--- config.mk ---
export PLATFORM = sky130hd
export DESIGN_NAME = rht_ctrl
export DESIGN_NICKNAME = d
export VERILOG_FILES = /design/src/rtl/core/rht_pkg.sv /design/src/rtl/core/rht_ctrl.sv
export SDC_FILE = /design/constraint.sdc
export NUM_CORES = 1
export LEC_CHECK = 0
export ABC_AREA = 1
export BUFFER_PORTS_ARGS = -buffer_cell sky130_fd_sc_hd__buf_2
export CAP_MARGIN = 10
export CORE_AREA = 2 2 39 41
export CTS_CLUSTER_SIZE = 40
export DETAILED_ROUTE_END_ITERATION = 16
export DIE_AREA = 0 0 41 43
export GPL_TIMING_DRIVEN = 0
export PLACE_DENSITY = 0.66
export SLEW_MARGIN = 20
export SYNTH_ARGS = -nofsm -noshare
export SYNTH_HDL_FRONTEND = slang
export SYNTH_SLANG_ARGS = --single-unit
--- constraint.sdc ---
create_clock -name clk_i -period 1.2 [get_ports clk_i]
set_clock_uncertainty 0.05 [all_clocks]
set_input_delay 0.18 -clock clk_i [delete_from_list [all_inputs] [get_ports clk_i]]
set_output_delay 0.18 -clock clk_i [all_outputs]
set_load 0.01 [all_outputs]
--- src/rtl/core/rht_pkg.sv ---
`timescale 1ns / 1ps
// ----------------------------------------------------------------------------
// rht_pkg
// Shared types and codes for the region hit tester: action and status
// codes, controller states, datapath operations and control/status bundles.
// ----------------------------------------------------------------------------
package rht_pkg;

  // Action codes carried in each input beat
  typedef enum logic [2:0] {
    ACT_CLEAR  = 3'd0,
    ACT_RECT   = 3'd1,
    ACT_VERTEX = 3'd2,
    ACT_MOVE   = 3'd3,
    ACT_LEAVE  = 3'd4
  } action_e;

  // Result status codes
  typedef enum logic [1:0] {
    ST_OK    = 2'd0,
    ST_FULL  = 2'd1,
    ST_SHORT = 2'd2
  } status_e;

  // Smallest polygon that is kept
  localparam int unsigned MinPolyVerts = 3;

  // Controller states
  typedef enum logic [3:0] {
    S_IDLE,
    S_DISPATCH,
    S_NEXT,
    S_RCHK,
    S_VPREV,
    S_VCUR,
    S_VCMP,
    S_PEND,
    S_FINISH
  } ctrl_state_e;

  // Datapath operations, one per cycle
  typedef enum logic [3:0] {
    DP_NOP,
    DP_LOAD,
    DP_EXEC,
    DP_SINIT,
    DP_RREAD,
    DP_VSTART,
    DP_VPREV,
    DP_VMUL,
    DP_VCMP,
    DP_FOUND,
    DP_EMIT
  } dp_op_e;

  typedef struct packed {
    dp_op_e op;
  } dp_cmd_t;

  typedef struct packed {
    logic       is_move;
    logic       k_zero;
    logic       box_in;
    logic       is_rect;
    logic       edge_done;
    logic       poly_in;
  } dp_stat_t;

endpackage

--- src/rtl/core/rht_ctrl.sv ---
`timescale 1ns / 1ps
// ----------------------------------------------------------------------------
// rht_ctrl
// Controller: sequences one item at a time through the datapath and owns
// the input ready and output valid of the stream ports.
// ----------------------------------------------------------------------------
module rht_ctrl (
  input  logic            clk_i,
  input  logic            rst_ni,
  input  logic            in_valid_i,
  output logic            in_ready_o,
  output logic            out_valid_o,
  input  logic            out_ready_i,
  input  rht_pkg::dp_stat_t stat_i,
  output rht_pkg::dp_cmd_t  cmd_o
);

  rht_pkg::ctrl_state_e state_q, state_d;
  logic out_valid_q, out_valid_d;
  logic emit;

  // State and output-valid registers
  always_ff @(posedge clk_i or negedge rst_ni) begin
    if (!rst_ni) begin
      state_q     <= rht_pkg::S_IDLE;
      out_valid_q <= 1'b0;
    end else begin
      state_q     <= state_d;
      out_valid_q <= out_valid_d;
    end
  end

  // Next state and datapath command
  always_comb begin
    state_d    = state_q;
    cmd_o.op   = rht_pkg::DP_NOP;
    in_ready_o = 1'b0;
    emit       = 1'b0;
    unique case (state_q)
      rht_pkg::S_IDLE: begin
        in_ready_o = 1'b1;
        if (in_valid_i) begin
          cmd_o.op = rht_pkg::DP_LOAD;
          state_d  = rht_pkg::S_DISPATCH;
        end
      end
      rht_pkg::S_DISPATCH: begin
        if (stat_i.is_move) begin
          cmd_o.op = rht_pkg::DP_SINIT;
          state_d  = rht_pkg::S_NEXT;
        end else begin
          cmd_o.op = rht_pkg::DP_EXEC;
          state_d  = rht_pkg::S_FINISH;
        end
      end
      rht_pkg::S_NEXT: begin
        if (stat_i.k_zero) begin
          state_d = rht_pkg::S_FINISH;
        end else begin
          cmd_o.op = rht_pkg::DP_RREAD;
          state_d  = rht_pkg::S_RCHK;
        end
      end
      rht_pkg::S_RCHK: begin
        if (!stat_i.box_in) begin
          state_d = rht_pkg::S_NEXT;
        end else if (stat_i.is_rect) begin
          cmd_o.op = rht_pkg::DP_FOUND;
          state_d  = rht_pkg::S_FINISH;
        end else begin
          cmd_o.op = rht_pkg::DP_VSTART;
          state_d  = rht_pkg::S_VPREV;
        end
      end
      rht_pkg::S_VPREV: begin
        cmd_o.op = rht_pkg::DP_VPREV;
        state_d  = rht_pkg::S_VCUR;
      end
      rht_pkg::S_VCUR: begin
        cmd_o.op = rht_pkg::DP_VMUL;
        state_d  = rht_pkg::S_VCMP;
      end
      rht_pkg::S_VCMP: begin
        cmd_o.op = rht_pkg::DP_VCMP;
        state_d  = stat_i.edge_done ? rht_pkg::S_PEND : rht_pkg::S_VCUR;
      end
      rht_pkg::S_PEND: begin
        if (stat_i.poly_in) begin
          cmd_o.op = rht_pkg::DP_FOUND;
          state_d  = rht_pkg::S_FINISH;
        end else begin
          state_d = rht_pkg::S_NEXT;
        end
      end
      rht_pkg::S_FINISH: begin
        if (!out_valid_q || out_ready_i) begin
          cmd_o.op = rht_pkg::DP_EMIT;
          emit     = 1'b1;
          state_d  = rht_pkg::S_IDLE;
        end
      end
      default: state_d = rht_pkg::S_IDLE;
    endcase
  end

  // Hold the result until taken
  always_comb begin
    out_valid_d = out_valid_q;
    if (emit) begin
      out_valid_d = 1'b1;
    end else if (out_ready_i) begin
      out_valid_d = 1'b0;
    end
  end

  assign out_valid_o = out_valid_q;

  a_emit_free: assert property (@(posedge clk_i) disable iff (!rst_ni)
    emit |-> (!out_valid_q || out_ready_i))
    else $error("result emitted over an untaken beat");

  a_accept_dispatch: assert property (@(posedge clk_i) disable iff (!rst_ni)
    (in_valid_i && in_ready_o) |=> (state_q == rht_pkg::S_DISPATCH))
    else $error("accepted beat not dispatched");

  a_idle_no_out: assert property (@(posedge clk_i) disable iff (!rst_ni)
    (state_q == rht_pkg::S_IDLE) |-> (cmd_o.op != rht_pkg::DP_EMIT))
    else $error("emit outside finish");

endmodule

==> impl_metrics.toml, run 1 <==
[sta]
period_minus_slack_ns = 1.53
holdWs_ns = 0.166
tightest_slew_ns = 0.219
fin_setup_tns_ns = -1.52
maxSlewViolCount = 0
fin_ws_ns = -0.328
max_clock_freq_mhz = 655
slew_headroom_pct = 85.4
period_share_pct = 127
setup_viol = 6
finalHoldViolCount = 0
rsz0062_at_grt = "true"

[logic_synthesis]
synth.distinct_cells = 11
ys_seq_area_share_pct = 30.0
synth_top_area_share_pct = 30.0
yosys.area.top_type = "dfrtp_1"
synth_most_common_cell = "nand2_1"
synth_top_flop_cell = "dfrtp_1"
synth_common_cells = "nand2_1, nand3_1, inv_1"
syn-instance-count = 71
syn-num-nets = 81
async_reset_ff_share_pct = 100
yosys_warnings = 0
yosys_register_bits = 5
syn-cell-area_um2 = 417
synth_area_leaders = "dfrtp_1, nand2_1, nand3_1"
synth_edf_count = 0
avgSynthCellArea_um2 = 5.87

[clock_network]
clkTransAtPathRegs_ns = 0.05
cts_root_buf = "clkbuf_4"
clock_latency_ns = 0.24
clock_path_buffers = 2
cts-buffers-inserted = 3
cts.sinks = 5
cts_tree = "built"
htree_levels = 1

[setup_path]
crit-reg2reg-capture = "state_q[3]$_DFFE_PN0P_"
path_cells = "nor2_4 > nand3_2 > nand2_2 > nor2_2 > nand2_1 > buf_2"
crit_fanout = 7
cp-start-kind = "flip-flop"
r2r_slack_ns = -0.05
cp_top_family = "simple AND/OR/NAND/NOR gates"
end_kind = "primary output"
cp.arrival_ns = 1.30
worstSetupPathType = "flip-flop to primary output"
cpPeakStageDelay_ns = 0.44
crit_buf_inv = 1
cp.required_ns = 0.97
r2r_cells = 7
slowest_stage = "dfrtp_2"
r2r-start = "state_q[2]$_DFFE_PN0P_"

[drt]
drt-wirelength-per-cell_um = 10.2
wirelength_mm = 1.12
drt_iter0_markers = 5
drc = 0
drt_pass1_iterations = 4
num_vias = 505
viasPerCell = 4.59
ant_nets = 0

[floorplanning]
dieWidth_um = 41
die_area_um2 = 1760
rows = 14
dieHeight_um = 43
io_pins = 16
start_util_pct = 30.1
core_area_um2 = 1380

[worst_hold_path]
min_path_cells = 4
holdPathEnd = "state_q[1]$_DFFE_PN0P_"
hold_path.class = "primary input to flip-flop"
min_from = "stat_i[0]"

[cells_and_area]
final_nets = 105
fin_util_pct = 47.9
diodes = 0
area_growth_pct = 59.2
fin_area_um2 = 663
drive_gt1_share_pct = 51.1

[placed_design]
placed_area_um2 = 519
portBuffers = 15
place_hpwl_um = 813
place.gp.congestion = 0.818

[global_routing]
grt_pass1_wl_mm = 1.73
grt_max_degree = 8
first_global_vias = 422
grt_usage_pct = 13.9
overflow = 0
antenna_found_initial = 0

[power]
p_total_mw = 1.66
p_per_area_nw_per_um2 = 2500
p_leak_nw = 0.384
ir_worst_vdd_mv = 0.721

[status]
failed_checks = "setup timing"
status = "finished with violations"

[job]
cap_viol_max_count = 0
-- per-stage QoR --
step,worst slack (ns),instances
CTS,-0.329,110
floorplan,0.0170,71
finish,-0.328,110
global placement,-0.184,102
global route,-0.409,110
detailed placement,-0.184,102
-- layout make-up --
cell class / count / area [um2]
clock buffer: 3 / 22.5
clock inverter: 1 / 5.00
fill: 152 / 721
multi-input combinational: 53 / 315
sequential: 5 / 130
timing repair buffer: 19 / 121
tap: 16 / 20.0
inverter: 13 / 48.8
-- worst max path at each step --
stage               slack [ns]                    from  depth (start not counted)  endpoint
finish                   -0.33  state_q[2]$_DFFE_PN0P_                          6  cmd_o[0]
global route             -0.41  state_q[2]$_DFFE_PN0P_                          6  cmd_o[0]
CTS                      -0.33  state_q[3]$_DFFE_PN0P_                          6  cmd_o[0]
detailed placement       -0.18  state_q[2]$_DFFE_PN0P_                          7  cmd_o[0]
global placement         -0.18  state_q[2]$_DFFE_PN0P_                          7  cmd_o[0]
floorplan                 0.02  state_q[2]$_DFFE_PN0P_                          6  cmd_o[0]
-- layout by cell type, fill, tap and decap left out --
| cell | netlist | routed |
|---|---|---|
| nor2_4 | 0 | 5 |
| dfrtp_1 | 5 | 1 |
| nand2_2 | 1 | 4 |
| dfrtp_2 | 0 | 4 |
| o21ai_1 | 1 | 1 |
| dlygate4sd3_1 | 0 | 1 |
| nor2_2 | 5 | 4 |
| inv_2 | 0 | 2 |
| buf_6 | 0 | 3 |
| buf_4 | 0 | 1 |
| nand2_1 | 22 | 19 |
| inv_1 | 12 | 10 |
| clkinv_2 | 0 | 1 |
| nand3_2 | 1 | 7 |
| clkbuf_4 | 0 | 3 |
| nand3_1 | 13 | 7 |
| clkinv_1 | 1 | 1 |
| nand4_1 | 2 | 2 |
| nor2_1 | 8 | 4 |
| buf_2 | 0 | 14 |
-- kinds of logic after synthesis --
family / Yosys count / share of synthesized area, %
buffers and inverters: 13 / 11.7
AO/OA/AOI/OAI: 1 / 1.20
AND/OR/NAND/NOR: 52 / 57.1
flip-flops: 5 / 30.0
-- timing repair --
item                                   in CTS  in global routing
endpoints found under the hold margin       5                  0
hold buffers                                1                  0
resized for setup                          12                 13
pin swaps                                   4                  6
buffers inserted                            3                  1
setup endpoints to repair                   6                  7
-- worst min-delay path, cell delays in order --
cell     delay (ns)
buf_2          0.10
o21ai_1        0.06
inv_1          0.04
nand2_1        0.05
-- flip-flops by register name (all words and copies together) (netlist names) --
name	flops
out_valid_o	1
state_q	4
-- report_power, final --
part | total [mW] | internal [mW] | leakage, nW | switching [mW]
sequential | 0.375 | 0.252 | 0.0602 | 0.123
combinational | 1.09 | 0.477 | 0.306 | 0.611
clock | 0.197 | 0.121 | 0.0177 | 0.0762
-- routing by layer --
| layer | wire length (um) | GRT usage, % | share of wire [%] | vias to the layer above |
|---|---|---|---|---|
| li1 | - | - | - | 268 |
| met1 | 519 | 19.2 | 46 | 227 |
| met3 | 43 | 3.14 | 3.8 | 0 |
| met4 | 0 | 2.00 | 0 | 0 |
| met2 | 561 | 21.9 | 50 | 10 |
| met5 | 0 | 0 | 0 | - |
(Power assumes the default switching activity.)
==> run 2, diff against run 1 <==
--- a/config.mk
+++ b/config.mk
@@ -9,7 +9,6 @@
 export BUFFER_PORTS_ARGS = -buffer_cell sky130_fd_sc_hd__buf_2
 export CAP_MARGIN = 10
 export CORE_AREA = 2 2 39 41
-export CTS_CLUSTER_SIZE = 40
 export DETAILED_ROUTE_END_ITERATION = 16
 export DIE_AREA = 0 0 41 43
 export GPL_TIMING_DRIVEN = 0
==> constraint.sdc (replaced) <==
create_clock -name clk_i -period 1.2 [get_ports clk_i]
set_clock_uncertainty 0.05 [all_clocks]
set_input_delay 0.18 -clock clk_i [delete_from_list [all_inputs] [get_ports clk_i]]
set_output_delay 0.18 -clock clk_i [all_outputs]
set_load 0.1 [all_outputs]
==> impl_metrics.toml, run 2 (synthesis results as in run 1) <==
[sta]
setup_viol = 8
max_clock_freq_mhz = 600
fin_ws_ns = -0.467
period_share_pct = 139
slew_headroom_pct = 82.3
maxSlewViolCount = 0
finalHoldViolCount = 0
rsz0062_at_grt = "true"
holdWs_ns = 0.170
tightest_slew_ns = 0.264
fin_setup_tns_ns = -2.18
period_minus_slack_ns = 1.67

[placed_design]
place_hpwl_um = 831
dp_cells = 102
portBuffers = 15
place.gp.congestion = 0.767

[status]
status = "finished with violations"
failed_checks = "setup timing"

[setup_path]
cp-start-kind = "flip-flop"
crit_fanout = 8
crit_buf_inv = 1
worstSetupPathType = "flip-flop to primary output"
cpPeakStageDelay_ns = 0.44
slowest_stage = "dfrtp_2"
cp_top_family = "simple AND/OR/NAND/NOR gates"
cp.required_ns = 0.97
path_cells = "nor2_4 > nand3_2 > nand4_1 > buf_12"
end_kind = "primary output"
cp.arrival_ns = 1.44

[floorplanning]
dieHeight_um = 43
start_util_pct = 30.1
dieWidth_um = 41
io_pins = 16
core_area_um2 = 1380
die_area_um2 = 1760
rows = 14

[drt]
drt-wirelength-per-cell_um = 12.1
drc = 0
ant_nets = 0
drt_pass1_iterations = 4
num_vias = 554
viasPerCell = 4.74
drt_iter0_markers = 4
wirelength_mm = 1.42

[worst_hold_path]
hold_path.class = "primary input to flip-flop"

[global_routing]
overflow = 0
first_global_vias = 534
grt_max_degree = 9
antenna_found_initial = 0
grt_usage_pct = 17.7
grt_pass1_wl_mm = 2.08

[clock_network]
clock_latency_ns = 0.24
cts_root_buf = "clkbuf_4"
clkTransAtPathRegs_ns = 0.05
cts_tree = "built"
cts-buffers-inserted = 3
clock_path_buffers = 2
cts.sinks = 5
htree_levels = 1

[cells_and_area]
final_cells = 117
area_growth_pct = 99.4
final_cell_mix = "nand2_1, inv_1, buf_2, buf_4, nand3_2"
largest_reg_flops = 4
final_nets = 112
final_common_cell = "nand2_1"
diodes = 0
drive_gt1_share_pct = 58.4
regMostFlops = "state_q"

[job]
cap_viol_max_count = 0
[run 2: cell types whose count changed in the layout (fill, tap and decap cells not counted), sizes merged]
cell    delta
buf        +7
clkinv     -1
clkbuf     +1
[run 2: what timing repair did]
action | in CTS | in global routing
endpoints found under the hold margin | 5 | 0
resized for setup | 36 | 8
pin swaps | 5 | 5
endpoints found under the setup margin | 7 | 8
buffers inserted | 8 | 2
hold buffers | 1 | 0
[run 2: layout make-up]
class / count / area [um2]
Inverter: 13 / 48.8
Multi-Input combinational cell: 53 / 353
Tap cell: 16 / 20.0
Clock buffer: 4 / 26.3
Fill cell: 132 / 553
Sequential cell: 5 / 134
Timing Repair Buffer: 26 / 249
[run 2: worst reg2reg max path: cells and delay by family, from the launching register on]
kind | cells | cell delay (ns)
buffers and inverters | 2 | 0.25
and+or+nand+nor | 5 | 0.50
DFF | 1 | 0.44
[run 2: final timing paths]
path | startpoint | endpoint | slack, ns | cells past startpoint
min in group asynchronous | rst_ni | out_valid_o$_DFFE_PN0P_ | 0.23 | 2
max | state_q[3]$_DFFE_PN0P_ | cmd_o[3] | -0.47 | 4
max in group asynchronous | rst_ni | out_valid_o$_DFFE_PN0P_ | 0.72 | 2
min | stat_i[0] | state_q[1]$_DFFE_PN0P_ | 0.17 | 4
max reg2reg | state_q[3]$_DFFE_PN0P_ | state_q[3]$_DFFE_PN0P_ | -0.11 | 7
min reg2reg | out_valid_o$_DFFE_PN0P_ | out_valid_o$_DFFE_PN0P_ | 0.55 | 2
[run 2: per-layer routing]
metal | vias up | part of all wire (%) | GRT usage (%)
met3 | 0 | 4.5 | 3.66
li1 | 283 | - | -
met1 | 257 | 41 | 21.2
met4 | 0 | 0 | 8.00
met2 | 14 | 54 | 28.7
met5 | - | 0 | 0
[run 2: per-stage QoR]
stage,utilization [%],worst slack (ns),cell area [um2]
CTS,57.1,-0.414,790
detailed placement,40.8,-0.504,564
finish,60.0,-0.467,831
global route,60.0,-0.525,831
floorplan,-,-0.696,469
global placement,40.8,-0.511,564
Power of run 2 is not shown: default switching activity piles up to over one toggle a cycle in this logic, so the estimate is an artifact.
